**src/rtl/rfae_pkg.sv**
```systemverilog
// Shared types and constants for the register file ALU executor.
package rfae_pkg;

  localparam int NUM_REGS_DEF    = 32;
  localparam int DATA_WIDTH_DEF  = 32;
  localparam int QUEUE_DEPTH_DEF = 2;

  localparam int KIND_W      = 4;
  localparam int IDX_W       = 6;
  localparam int IMM_W       = 32;
  localparam int VALUE_W     = 32;
  localparam int PARITY_BITS = 8;

  localparam logic [KIND_W-1:0] KIND_ADD   = 4'd0;
  localparam logic [KIND_W-1:0] KIND_SUB   = 4'd1;
  localparam logic [KIND_W-1:0] KIND_AND   = 4'd2;
  localparam logic [KIND_W-1:0] KIND_XOR   = 4'd3;
  localparam logic [KIND_W-1:0] KIND_OR    = 4'd4;
  localparam logic [KIND_W-1:0] KIND_ADDI  = 4'd5;
  localparam logic [KIND_W-1:0] KIND_RSUBI = 4'd6;
  localparam logic [KIND_W-1:0] KIND_ANDI  = 4'd7;
  localparam logic [KIND_W-1:0] KIND_XORI  = 4'd8;
  localparam logic [KIND_W-1:0] KIND_ORI   = 4'd9;
  localparam logic [KIND_W-1:0] KIND_MOVE  = 4'd10;
  localparam logic [KIND_W-1:0] KIND_LOAD  = 4'd11;
  localparam logic [KIND_W-1:0] KIND_SWAP  = 4'd12;
  localparam logic [KIND_W-1:0] KIND_READ  = 4'd13;

  typedef enum logic [2:0] {
    CLS_NOP,
    CLS_ALU,
    CLS_MOVE,
    CLS_LOAD,
    CLS_SWAP,
    CLS_READ
  } cls_t;

  typedef enum logic [2:0] {
    ALU_ADD,
    ALU_SUB,
    ALU_RSUB,
    ALU_AND,
    ALU_XOR,
    ALU_OR
  } alu_op_t;

  typedef struct packed {
    cls_t             cls;
    alu_op_t          alu_op;
    logic             use_imm;
    logic             err;
    logic [IDX_W-1:0] dst;
    logic [IDX_W-1:0] src_b;
    logic [IDX_W-1:0] src_a;
  } ctl_t;

  typedef struct packed {
    logic sign;
    logic zero;
    logic parity;
  } flags_t;

endpackage

```
**src/rtl/rfae_ram.sv**
```systemverilog
// Generic single-write, single-read RAM with registered read data.
module rfae_ram #(
  parameter int WIDTH = 32,
  parameter int DEPTH = 32
) (
  input  logic                     clk,
  input  logic                     wr_en,
  input  logic [$clog2(DEPTH)-1:0] wr_addr,
  input  logic [WIDTH-1:0]         wr_data,
  input  logic                     rd_en,
  input  logic [$clog2(DEPTH)-1:0] rd_addr,
  output logic [WIDTH-1:0]         rd_data
);

  logic [WIDTH-1:0] mem_r [DEPTH];
  logic [WIDTH-1:0] rd_data_r;

  always_ff @(posedge clk) begin
    if (wr_en) begin
      mem_r[wr_addr] <= wr_data;
    end
    if (rd_en) begin
      rd_data_r <= mem_r[rd_addr];
    end
  end

  assign rd_data = rd_data_r;

endmodule

```
**src/rtl/rfae_queue.sv**
```systemverilog
// Small FIFO between the decode front end and the execute back end.
module rfae_queue #(
  parameter int WIDTH = 8,
  parameter int DEPTH = 2
) (
  input  logic             clk,
  input  logic             rst_n,
  input  logic             push_valid,
  output logic             push_ready,
  input  logic [WIDTH-1:0] push_data,
  output logic             pop_valid,
  input  logic             pop,
  output logic [WIDTH-1:0] pop_data
);

  localparam int PW = (DEPTH > 1) ? $clog2(DEPTH) : 1;
  localparam int CW = $clog2(DEPTH + 1);

  logic [WIDTH-1:0] mem_r [DEPTH];
  logic [PW-1:0]    wr_ptr_r, wr_ptr_nxt;
  logic [PW-1:0]    rd_ptr_r, rd_ptr_nxt;
  logic [CW-1:0]    cnt_r, cnt_nxt;
  logic             push;

  assign push_ready = (cnt_r != CW'(DEPTH));
  assign push       = push_valid && push_ready;
  assign pop_valid  = (cnt_r != '0);
  assign pop_data   = mem_r[rd_ptr_r];

  always_comb begin
    wr_ptr_nxt = wr_ptr_r;
    rd_ptr_nxt = rd_ptr_r;
    if (push) begin
      wr_ptr_nxt = (wr_ptr_r == PW'(DEPTH - 1)) ? '0 : wr_ptr_r + 1'b1;
    end
    if (pop) begin
      rd_ptr_nxt = (rd_ptr_r == PW'(DEPTH - 1)) ? '0 : rd_ptr_r + 1'b1;
    end
    cnt_nxt = cnt_r + CW'(push) - CW'(pop);
  end

  always_ff @(posedge clk) begin
    if (!rst_n) begin
      wr_ptr_r <= '0;
      rd_ptr_r <= '0;
      cnt_r    <= '0;
    end else begin
      wr_ptr_r <= wr_ptr_nxt;
      rd_ptr_r <= rd_ptr_nxt;
      cnt_r    <= cnt_nxt;
    end
  end

  always_ff @(posedge clk) begin
    if (push) begin
      mem_r[wr_ptr_r] <= push_data;
    end
  end

`ifndef SYNTHESIS
  a_cnt_bound: assert property (@(posedge clk) disable iff (!rst_n)
    cnt_r <= CW'(DEPTH))
    else $error("queue count above depth");
`endif

endmodule

```
**src/rtl/rfae_front.sv**
```systemverilog
// Front end: decodes an instruction item, checks its indexes and classifies it.
module rfae_front #(
  parameter int NUM_REGS   = rfae_pkg::NUM_REGS_DEF,
  parameter int DATA_WIDTH = rfae_pkg::DATA_WIDTH_DEF
) (
  input  logic [rfae_pkg::KIND_W-1:0]       kind,
  input  logic [rfae_pkg::IDX_W-1:0]        dest_reg,
  input  logic [rfae_pkg::IDX_W-1:0]        src_reg_b,
  input  logic [rfae_pkg::IDX_W-1:0]        src_reg_a,
  input  logic signed [rfae_pkg::IMM_W-1:0] immediate,
  output rfae_pkg::ctl_t                    ctl,
  output logic [DATA_WIDTH-1:0]             imm_ext
);

  function automatic logic idx_bad(input logic [rfae_pkg::IDX_W-1:0] idx);
    return {1'b0, idx} >= (rfae_pkg::IDX_W + 1)'(NUM_REGS);
  endfunction

  logic bad_d, bad_b, bad_a;

  assign bad_d   = idx_bad(dest_reg);
  assign bad_b   = idx_bad(src_reg_b);
  assign bad_a   = idx_bad(src_reg_a);
  // signed source, so the cast sign-extends (or truncates for narrow data)
  assign imm_ext = DATA_WIDTH'(immediate);

  always_comb begin
    ctl         = '0;
    ctl.cls     = rfae_pkg::CLS_NOP;
    ctl.alu_op  = rfae_pkg::ALU_ADD;
    ctl.dst     = dest_reg;
    ctl.src_b   = src_reg_b;
    ctl.src_a   = src_reg_a;

    unique case (kind) inside
      rfae_pkg::KIND_ADD, rfae_pkg::KIND_SUB, rfae_pkg::KIND_AND,
      rfae_pkg::KIND_XOR, rfae_pkg::KIND_OR: begin
        ctl.cls = rfae_pkg::CLS_ALU;
        ctl.err = bad_d || bad_b || bad_a;
      end
      rfae_pkg::KIND_ADDI, rfae_pkg::KIND_RSUBI, rfae_pkg::KIND_ANDI,
      rfae_pkg::KIND_XORI, rfae_pkg::KIND_ORI: begin
        ctl.cls     = rfae_pkg::CLS_ALU;
        ctl.use_imm = 1'b1;
        ctl.err     = bad_d || bad_b;
      end
      rfae_pkg::KIND_MOVE: begin
        ctl.cls = rfae_pkg::CLS_MOVE;
        ctl.err = bad_d || bad_b;
      end
      rfae_pkg::KIND_LOAD: begin
        ctl.cls = rfae_pkg::CLS_LOAD;
        ctl.err = bad_d;
      end
      rfae_pkg::KIND_SWAP: begin
        ctl.cls = rfae_pkg::CLS_SWAP;
        ctl.err = bad_d || bad_b;
      end
      rfae_pkg::KIND_READ: begin
        ctl.cls = rfae_pkg::CLS_READ;
        ctl.err = bad_b;
      end
      default: begin
        ctl.cls = rfae_pkg::CLS_NOP;
      end
    endcase

    case (kind) inside
      rfae_pkg::KIND_SUB:                      ctl.alu_op = rfae_pkg::ALU_SUB;
      rfae_pkg::KIND_RSUBI:                    ctl.alu_op = rfae_pkg::ALU_RSUB;
      rfae_pkg::KIND_AND, rfae_pkg::KIND_ANDI: ctl.alu_op = rfae_pkg::ALU_AND;
      rfae_pkg::KIND_XOR, rfae_pkg::KIND_XORI: ctl.alu_op = rfae_pkg::ALU_XOR;
      rfae_pkg::KIND_OR, rfae_pkg::KIND_ORI:   ctl.alu_op = rfae_pkg::ALU_OR;
      default:                                 ctl.alu_op = rfae_pkg::ALU_ADD;
    endcase

    // a failed index check turns the item into a no-op that only reports
    if (ctl.err) begin
      ctl.cls = rfae_pkg::CLS_NOP;
    end
  end

endmodule

```
**src/rtl/rfae_back.sv**
```systemverilog
// Back end: register file read, ALU, write back, flags and the result register.
module rfae_back #(
  parameter int NUM_REGS   = rfae_pkg::NUM_REGS_DEF,
  parameter int DATA_WIDTH = rfae_pkg::DATA_WIDTH_DEF
) (
  input  logic                                clk,
  input  logic                                rst_n,
  input  logic                                q_valid,
  input  rfae_pkg::ctl_t                      q_ctl,
  input  logic [DATA_WIDTH-1:0]               q_imm,
  output logic                                q_pop,
  output logic                                out_valid,
  input  logic                                out_ready,
  output logic signed [rfae_pkg::VALUE_W-1:0] out_value,
  output logic                                out_parity_flag,
  output logic                                out_zero_flag,
  output logic                                out_sign_flag,
  output logic                                out_index_error
);

  localparam int AW = $clog2(NUM_REGS);

  function automatic logic [DATA_WIDTH-1:0] fwd(
    input logic [AW-1:0]         addr,
    input logic [DATA_WIDTH-1:0] q,
    input logic                  vb,
    input logic                  bvld,
    input logic [AW-1:0]         baddr,
    input logic [DATA_WIDTH-1:0] bdata
  );
    logic [DATA_WIDTH-1:0] v;
    if (bvld && (baddr == addr)) begin
      v = bdata;
    end else if (vb) begin
      v = q;
    end else begin
      v = DATA_WIDTH'(addr);  // never written: reset contents
    end
    return v;
  endfunction

  // execute stage
  logic                  ex_vld_r, ex_vld_nxt;
  rfae_pkg::ctl_t        ex_ctl_r;
  logic [DATA_WIDTH-1:0] ex_imm_r;
  logic                  phase_r, phase_nxt;
  logic                  vb0_r, vb1_r;

  // write that landed on the same edge as the stage's read
  logic                  byp_vld_r;
  logic [AW-1:0]         byp_addr_r;
  logic [DATA_WIDTH-1:0] byp_data_r;

  logic [NUM_REGS-1:0]   wrt_r, wrt_nxt;
  rfae_pkg::flags_t      flags_r, flags_nxt, alu_flags;

  logic                  out_vld_r, out_vld_nxt;
  logic [DATA_WIDTH-1:0] out_value_r;
  rfae_pkg::flags_t      out_flags_r;
  logic                  out_err_r;

  logic                  pop, done, swap_first, out_free;
  logic [AW-1:0]         rd_addr0, rd_addr1, ex_addr0, ex_addr1, ex_dst;
  logic [DATA_WIDTH-1:0] ram_q0, ram_q1, opx, opy, opnd2, alu_res, res_value;
  logic                  wr_en;
  logic [AW-1:0]         wr_addr;
  logic [DATA_WIDTH-1:0] wr_data;

  assign rd_addr0 = q_ctl.src_b[AW-1:0];
  assign rd_addr1 = (q_ctl.cls == rfae_pkg::CLS_SWAP) ? q_ctl.dst[AW-1:0]
                                                      : q_ctl.src_a[AW-1:0];

  rfae_ram #(.WIDTH(DATA_WIDTH), .DEPTH(NUM_REGS)) u_ram0 (
    .clk     (clk),
    .wr_en   (wr_en),
    .wr_addr (wr_addr),
    .wr_data (wr_data),
    .rd_en   (pop),
    .rd_addr (rd_addr0),
    .rd_data (ram_q0)
  );

  rfae_ram #(.WIDTH(DATA_WIDTH), .DEPTH(NUM_REGS)) u_ram1 (
    .clk     (clk),
    .wr_en   (wr_en),
    .wr_addr (wr_addr),
    .wr_data (wr_data),
    .rd_en   (pop),
    .rd_addr (rd_addr1),
    .rd_data (ram_q1)
  );

  assign ex_addr0 = ex_ctl_r.src_b[AW-1:0];
  assign ex_addr1 = (ex_ctl_r.cls == rfae_pkg::CLS_SWAP) ? ex_ctl_r.dst[AW-1:0]
                                                         : ex_ctl_r.src_a[AW-1:0];
  assign ex_dst   = ex_ctl_r.dst[AW-1:0];

  assign opx   = fwd(ex_addr0, ram_q0, vb0_r, byp_vld_r, byp_addr_r, byp_data_r);
  assign opy   = fwd(ex_addr1, ram_q1, vb1_r, byp_vld_r, byp_addr_r, byp_data_r);
  assign opnd2 = ex_ctl_r.use_imm ? ex_imm_r : opy;

  always_comb begin
    case (ex_ctl_r.alu_op)
      rfae_pkg::ALU_ADD:  alu_res = opx + opnd2;
      rfae_pkg::ALU_SUB:  alu_res = opx - opnd2;
      rfae_pkg::ALU_RSUB: alu_res = opnd2 - opx;
      rfae_pkg::ALU_AND:  alu_res = opx & opnd2;
      rfae_pkg::ALU_XOR:  alu_res = opx ^ opnd2;
      rfae_pkg::ALU_OR:   alu_res = opx | opnd2;
      default:            alu_res = opx + opnd2;
    endcase
  end

  always_comb begin
    alu_flags.parity = ^alu_res[rfae_pkg::PARITY_BITS-1:0];
    alu_flags.zero   = (alu_res == '0);
    alu_flags.sign   = alu_res[DATA_WIDTH-1];
  end

  always_comb begin
    case (ex_ctl_r.cls)
      rfae_pkg::CLS_ALU:  res_value = alu_res;
      rfae_pkg::CLS_MOVE: res_value = opx;
      rfae_pkg::CLS_LOAD: res_value = ex_imm_r;
      rfae_pkg::CLS_SWAP: res_value = opx;
      rfae_pkg::CLS_READ: res_value = opx;
      default:            res_value = '0;
    endcase
  end

  // swap takes two passes through the single write port: R[d] first, then R[b]
  assign swap_first = ex_vld_r && (ex_ctl_r.cls == rfae_pkg::CLS_SWAP) && !phase_r;
  assign out_free   = !out_vld_r || out_ready;
  assign done       = ex_vld_r && !swap_first && out_free;
  assign pop        = q_valid && (!ex_vld_r || done);
  assign q_pop      = pop;

  always_comb begin
    wr_en   = 1'b0;
    wr_addr = ex_dst;
    wr_data = res_value;
    if (swap_first) begin
      wr_en   = 1'b1;
      wr_data = opx;
    end else if (done) begin
      case (ex_ctl_r.cls)
        rfae_pkg::CLS_ALU, rfae_pkg::CLS_MOVE, rfae_pkg::CLS_LOAD: begin
          wr_en = 1'b1;
        end
        rfae_pkg::CLS_SWAP: begin
          wr_en   = 1'b1;
          wr_addr = ex_addr0;
          wr_data = opy;
        end
        default: begin
          wr_en = 1'b0;
        end
      endcase
    end
  end

  always_comb begin
    wrt_nxt = wrt_r;
    if (wr_en) begin
      wrt_nxt[wr_addr] = 1'b1;
    end
    flags_nxt = (done && (ex_ctl_r.cls == rfae_pkg::CLS_ALU)) ? alu_flags : flags_r;
    ex_vld_nxt = pop ? 1'b1 : (done ? 1'b0 : ex_vld_r);
    phase_nxt  = swap_first ? 1'b1 : (done ? 1'b0 : phase_r);
    out_vld_nxt = done ? 1'b1 : (out_ready ? 1'b0 : out_vld_r);
  end

  always_ff @(posedge clk) begin
    if (!rst_n) begin
      ex_vld_r  <= 1'b0;
      phase_r   <= 1'b0;
      byp_vld_r <= 1'b0;
      wrt_r     <= '0;
      flags_r   <= '0;
      out_vld_r <= 1'b0;
    end else begin
      ex_vld_r  <= ex_vld_nxt;
      phase_r   <= phase_nxt;
      wrt_r     <= wrt_nxt;
      flags_r   <= flags_nxt;
      out_vld_r <= out_vld_nxt;
      if (pop) begin
        byp_vld_r <= wr_en;
      end
    end
  end

  always_ff @(posedge clk) begin
    if (pop) begin
      ex_ctl_r   <= q_ctl;
      ex_imm_r   <= q_imm;
      vb0_r      <= wrt_r[rd_addr0];
      vb1_r      <= wrt_r[rd_addr1];
      byp_addr_r <= wr_addr;
      byp_data_r <= wr_data;
    end
    if (done) begin
      out_value_r <= res_value;
      out_flags_r <= flags_nxt;
      out_err_r   <= ex_ctl_r.err;
    end
  end

  assign out_valid       = out_vld_r;
  assign out_value       = rfae_pkg::VALUE_W'(out_value_r);
  assign out_parity_flag = out_flags_r.parity;
  assign out_zero_flag   = out_flags_r.zero;
  assign out_sign_flag   = out_flags_r.sign;
  assign out_index_error = out_err_r;

`ifndef SYNTHESIS
  a_phase_swap: assert property (@(posedge clk) disable iff (!rst_n)
    phase_r |-> ex_vld_r && (ex_ctl_r.cls == rfae_pkg::CLS_SWAP))
    else $error("swap second pass without a swap in execute");
  a_err_no_write: assert property (@(posedge clk) disable iff (!rst_n)
    ex_vld_r && ex_ctl_r.err |-> !wr_en)
    else $error("register write from an item with an index error");
  a_swap_two_pass: assert property (@(posedge clk) disable iff (!rst_n)
    done && (ex_ctl_r.cls == rfae_pkg::CLS_SWAP) |-> phase_r)
    else $error("swap finished without its first write");
  a_bypass_cap: assert property (@(posedge clk) disable iff (!rst_n)
    pop |=> byp_vld_r == $past(wr_en))
    else $error("bypass missed the write on the read edge");
`endif

endmodule

```
**src/rtl/register_file_alu_executor_top.sv**
```systemverilog
// Top level of the register file ALU executor.
// One instruction item per cycle is accepted and one result item per cycle is
// delivered while out_ready is high and no swap is in execute; a swap needs a
// second pass in execute as the register file has a single write port. An item
// goes from decode into the queue, to the register file read (RAM with
// registered read data, duplicated for two read ports), then ALU, write back
// and the result register. A write in flight is forwarded to the following
// item. After reset every register reads as its own index through per-entry
// written bits, so no clearing pass is needed and items are taken at once.
module register_file_alu_executor_top #(
  parameter int NUM_REGS    = rfae_pkg::NUM_REGS_DEF,
  parameter int DATA_WIDTH  = rfae_pkg::DATA_WIDTH_DEF,
  parameter int QUEUE_DEPTH = rfae_pkg::QUEUE_DEPTH_DEF
) (
  input  logic                                clk,
  input  logic                                rst_n,
  input  logic                                in_valid,
  output logic                                in_ready,
  input  logic [rfae_pkg::KIND_W-1:0]         in_kind,
  input  logic [rfae_pkg::IDX_W-1:0]          in_dest_reg,
  input  logic [rfae_pkg::IDX_W-1:0]          in_src_reg_b,
  input  logic [rfae_pkg::IDX_W-1:0]          in_src_reg_a,
  input  logic signed [rfae_pkg::IMM_W-1:0]   in_immediate,
  output logic                                out_valid,
  input  logic                                out_ready,
  output logic signed [rfae_pkg::VALUE_W-1:0] out_value,
  output logic                                out_parity_flag,
  output logic                                out_zero_flag,
  output logic                                out_sign_flag,
  output logic                                out_index_error
);

  localparam int CTL_W = $bits(rfae_pkg::ctl_t);
  localparam int Q_W   = CTL_W + DATA_WIDTH;

  rfae_pkg::ctl_t        dec_ctl, q_ctl;
  logic [DATA_WIDTH-1:0] dec_imm, q_imm;
  logic [Q_W-1:0]        q_data;
  logic                  q_valid, q_pop;

  rfae_front #(.NUM_REGS(NUM_REGS), .DATA_WIDTH(DATA_WIDTH)) u_front (
    .kind      (in_kind),
    .dest_reg  (in_dest_reg),
    .src_reg_b (in_src_reg_b),
    .src_reg_a (in_src_reg_a),
    .immediate (in_immediate),
    .ctl       (dec_ctl),
    .imm_ext   (dec_imm)
  );

  rfae_queue #(.WIDTH(Q_W), .DEPTH(QUEUE_DEPTH)) u_queue (
    .clk        (clk),
    .rst_n      (rst_n),
    .push_valid (in_valid),
    .push_ready (in_ready),
    .push_data  ({dec_ctl, dec_imm}),
    .pop_valid  (q_valid),
    .pop        (q_pop),
    .pop_data   (q_data)
  );

  assign q_ctl = rfae_pkg::ctl_t'(q_data[Q_W-1:DATA_WIDTH]);
  assign q_imm = q_data[DATA_WIDTH-1:0];

  rfae_back #(.NUM_REGS(NUM_REGS), .DATA_WIDTH(DATA_WIDTH)) u_back (
    .clk             (clk),
    .rst_n           (rst_n),
    .q_valid         (q_valid),
    .q_ctl           (q_ctl),
    .q_imm           (q_imm),
    .q_pop           (q_pop),
    .out_valid       (out_valid),
    .out_ready       (out_ready),
    .out_value       (out_value),
    .out_parity_flag (out_parity_flag),
    .out_zero_flag   (out_zero_flag),
    .out_sign_flag   (out_sign_flag),
    .out_index_error (out_index_error)
  );

endmodule
```
**config.mk**
```make
export PLATFORM = sky130hd
export DESIGN_NAME = register_file_alu_executor_top
export DESIGN_NICKNAME = d
export VERILOG_FILES = /design/src/rtl/rfae_pkg.sv /design/src/rtl/rfae_ram.sv /design/src/rtl/rfae_queue.sv /design/src/rtl/rfae_front.sv /design/src/rtl/rfae_back.sv /design/src/rtl/register_file_alu_executor_top.sv
export SDC_FILE = /design/constraint.sdc
export NUM_CORES = 2
export LEC_CHECK = 0
export ABC_CLOCK_PERIOD_IN_PS = 30600
export BUFFER_PORTS_ARGS = -buffer_cell sky130_fd_sc_hd__buf_2
export CAP_MARGIN = 30
export CORE_MARGIN = 2
export CORE_UTILIZATION = 25
export DETAILED_ROUTE_END_ITERATION = 12
export SLEW_MARGIN = 25
export SYNTH_ARGS = -nofsm -noshare
export SYNTH_HDL_FRONTEND = slang
export SYNTH_HIERARCHICAL = 1
export SYNTH_SLANG_ARGS = --single-unit
```
**constraint.sdc**
```tcl
create_clock -name clk -period 30.6 [get_ports clk]
set_clock_uncertainty 0.2 [all_clocks]
set_input_delay 4.59 -clock clk [delete_from_list [all_inputs] [get_ports clk]]
set_output_delay 4.59 -clock clk [all_outputs]
set_load 0.01 [all_outputs]
```
==> metrics.csv <==
stage,metric,value,unit
critical_path,required,30890,ps
critical_path,crit_type,reg -> reg,
timing,max_slew_margin,0.2374,
clock_tree,cts_root_buf,clkbuf_16,
floorplanning,dieArea,0.4184,sq mm
critical_path,r2r-end,u_back/u_ram0/mem_r[10][31]$_DFFE_PP_,
clock_tree,path_clk_slew,70,ps
critical_path,r2r.worst_path.cells,32,
clock_tree,cts_tree,built,
critical_path,cpMaxStageDelayCell,a21oi_1,
routing,first_iter_violations,7834,
routing,avgRoutedWirePerCell,24.87,microns
power,vdd_drop_max,133.5,uV
min_path,hold_end,u_back/out_index_error$_DFFE_PP_,
critical_path,cp_data_arrival_time,9340,ps
clock_tree,clock_tree.buffer_depth,3,
finish,layout.nets,7119,
timing,setup_ws,21550,ps
power,clock_power_share,0.216,
logic_synthesis,yosysWarnings,6,
global_routing,antenna_found_initial,38,
critical_path,slowest_delay,580,ps
floorplanning,pin_count,96,
power,internal_power,7891,uW
routing,wl,316900,microns
clock_tree,clkLatencyLatePin,930,ps
timing,finalMaxSlewViolations,0,
min_path,hp-class,reg -> reg,
power,swShare,0.4166,
finish,area_growth,15.93,%
critical_path,crit_path_frequent_cell,a21o_1,
global_routing,grt_pass1_vias,59268,
timing,setup_viol,0,
logic_synthesis,syn_area,0.1033,sq mm
routing,antenna_left,0,
logic_synthesis,synth_fp_nets,7037,
floorplanning,rows,236,
logic_synthesis,avgSynthCellArea,15.00,sq um
floorplanning,die_height,646.9,microns
timing,finalCritPeriodShare,0.2958,
timing,holdWs,239.5,ps
power,seqPwrFrac,0.364,
power,switchingPower,5636,uW
power,comb_power_share,0.420,
routing,drcViolationCount,0,
clock_tree,post_cts_buffers,0,
floorplanning,die_x,646.9,microns
run_status,status,"finished, final reports clean",
critical_path,cp_max_fo,65,
critical_path,r2r_start,u_back/ex_addr0[0]$_DFFE_PP_,
critical_path,rrSetupSlack,21550,ps
placement,post-place-ws,21610,ps
finish,drive_above_1_share,0.1247,
clock_tree,numCtsBuffers,238,
timing,worstMarginPinSlew,1144,ps
floorplanning,initial_core_util,0.2506,
run,maxCapViolCount,0,
placement,gp_congestion,0.9771,
critical_path,crit_buf_inv,2,
timing,finalHoldViolCount,0,
finish,n_fill_cell,41027,
routing,vias,62758,
critical_path,endpoint_kind,flop,
floorplanning,core,0.4122,sq mm
routing,avgViaCountPerCell,4.926,
min_path,holdPathStages,0,
timing,min_period,9050,ps
clock_tree,post_cts_resized,0,
placement,port_buffers,95,
critical_path,cp-start-kind,flop,
clock_tree,ctsHoldBuffers,0,
power,leakage,0.04082,uW
global_routing,grt_pass1_wl,440500,microns
placement,hpwlAfterDp,204200,microns
logic_synthesis,synthCells,6887,
critical_path,critical-path-top-delay-family,compound AO/OA/AOI/OAI gates,
global_routing,grt_overflow_total,0,
power,power.density,112.9,mW/mm^2
global_routing,grt_start_max_net_pins,165,
clock_tree,cts_max_level,4,
routing,drt-pass1-iter-count,8,
clock_tree,clock_sinks,2396,
timing,rsz0062_at_grt,no,
timing,max_freq,0.1105,GHz
timing,setup_tns,0,ps
global_routing,groute.usage.overall,0.1451,
min_path,min-delay-start,u_back/ex_ctl_r[18]$_DFFE_PP_,
==> per-stage QoR <==
step           std cells    util  total power [uW]  area, sq um
3_5_place_dp       12166  0.2686             10510       110700
4_1_cts            12607  0.2878             13430       118700
2_1_floorplan       6887       -              8085       103300
3_3_place_gp       12132  0.2667             10410       109900
5_1_grt            12730  0.2905             13970       119800
6_report           12739  0.2906             13530       119800
==> cell type report <==
| class | instances | area [sq um] | share of cell area |
|---|---|---|---|
| Inverter | 111 | 425.4 | 0.003552 |
| Sequential cell | 2396 | 71510 | 0.5970 |
| Multi-Input combinational cell | 3936 | 29710 | 0.2480 |
| Clock buffer | 278 | 6106 | 0.05098 |
| Timing Repair Buffer | 286 | 3128 | 0.02611 |
| Tap cell | 5474 | 6849 | 0.05718 |
| Clock inverter | 163 | 1809 | 0.01510 |
| Antenna cell | 95 | 237.7 | 0.001985 |
==> state kept, by name, indices dropped and copies added, names as in the netlist, 2 cells and up, named ones only <==
signal                 cells
u_back/u_ram1/rd_data     32
u_queue/mem_r            110
u_queue/cnt_r              2
u_back/byp_addr_r          5
u_back/u_ram1/mem_r     1024
u_back/ex_addr0            5
u_back/wrt_r              32
u_back/u_ram0/mem_r     1024
u_back/ex_imm_r           32
u_back/u_ram0/rd_data     32
u_back/byp_data_r         32
u_back/out_value          32
u_back/ex_ctl_r           18
u_back/flags_r             3
==> worst max-delay path by stage <==
| stage | end | slack, ps | from | depth (start not counted) |
|---|---|---|---|---|
| after floorplan | u_queue/cnt_r[1]$_SDFF_PN0_ | 11550 | out_ready | 8 |
| after global placement | u_back/u_ram0/mem_r[19][1]$_DFFE_PP_ | 21600 | out_ready | 10 |
| after detailed placement | u_back/u_ram0/mem_r[16][12]$_DFFE_PP_ | 21610 | out_ready | 10 |
| after CTS | u_back/u_ram0/mem_r[10][31]$_DFFE_PP_ | 21790 | u_back/ex_addr0[0]$_DFFE_PP_ | 32 |
| after global routing | u_back/u_ram0/mem_r[10][31]$_DFFE_PP_ | 21070 | u_back/ex_addr0[0]$_DFFE_PP_ | 32 |
| final | u_back/u_ram0/mem_r[10][31]$_DFFE_PP_ | 21550 | u_back/ex_addr0[0]$_DFFE_PP_ | 32 |
==> routing by layer <==
| layer | track usage | routed length [microns] | vias up |
|---|---|---|---|
| li1 | - | - | 27143 |
| met1 | 0.1923 | 129100 | 31977 |
| met2 | 0.2249 | 142900 | 3011 |
| met3 | 0.02448 | 25660 | 623 |
| met4 | 0.08095 | 19190 | 4 |
| met5 | 0 | 21 | - |
==> cell usage in the layout (no fill, tap or decap), drive strengths merged, types with 91 or more instances in the layout <==
| cell type | instances |
|---|---|
| inv | 114 |
| diode | 95 |
| nor2 | 256 |
| nor3 | 143 |
| clkinv | 120 |
| a31oi | 95 |
| nand2 | 397 |
| edfxtp | 2352 |
| buf | 286 |
| a21oi | 326 |
| ha | 91 |
| nand3 | 264 |
| o21ai | 131 |
| clkbuf | 278 |
| a22oi | 215 |
| a22o | 132 |
| mux2i | 1080 |
==> power by group through the flow <==
stage          combinational (uW)  sequential [uW]  clock (uW)
2_1_floorplan                3150             4940           0
3_3_place_gp                 5410             5000           0
3_5_place_dp                 5510             5000           0
4_1_cts                      5530             4930        2970
5_1_grt                      5930             4940        3100
6_report                     5680             4930        2920
Power figures use the tool's default switching activity.
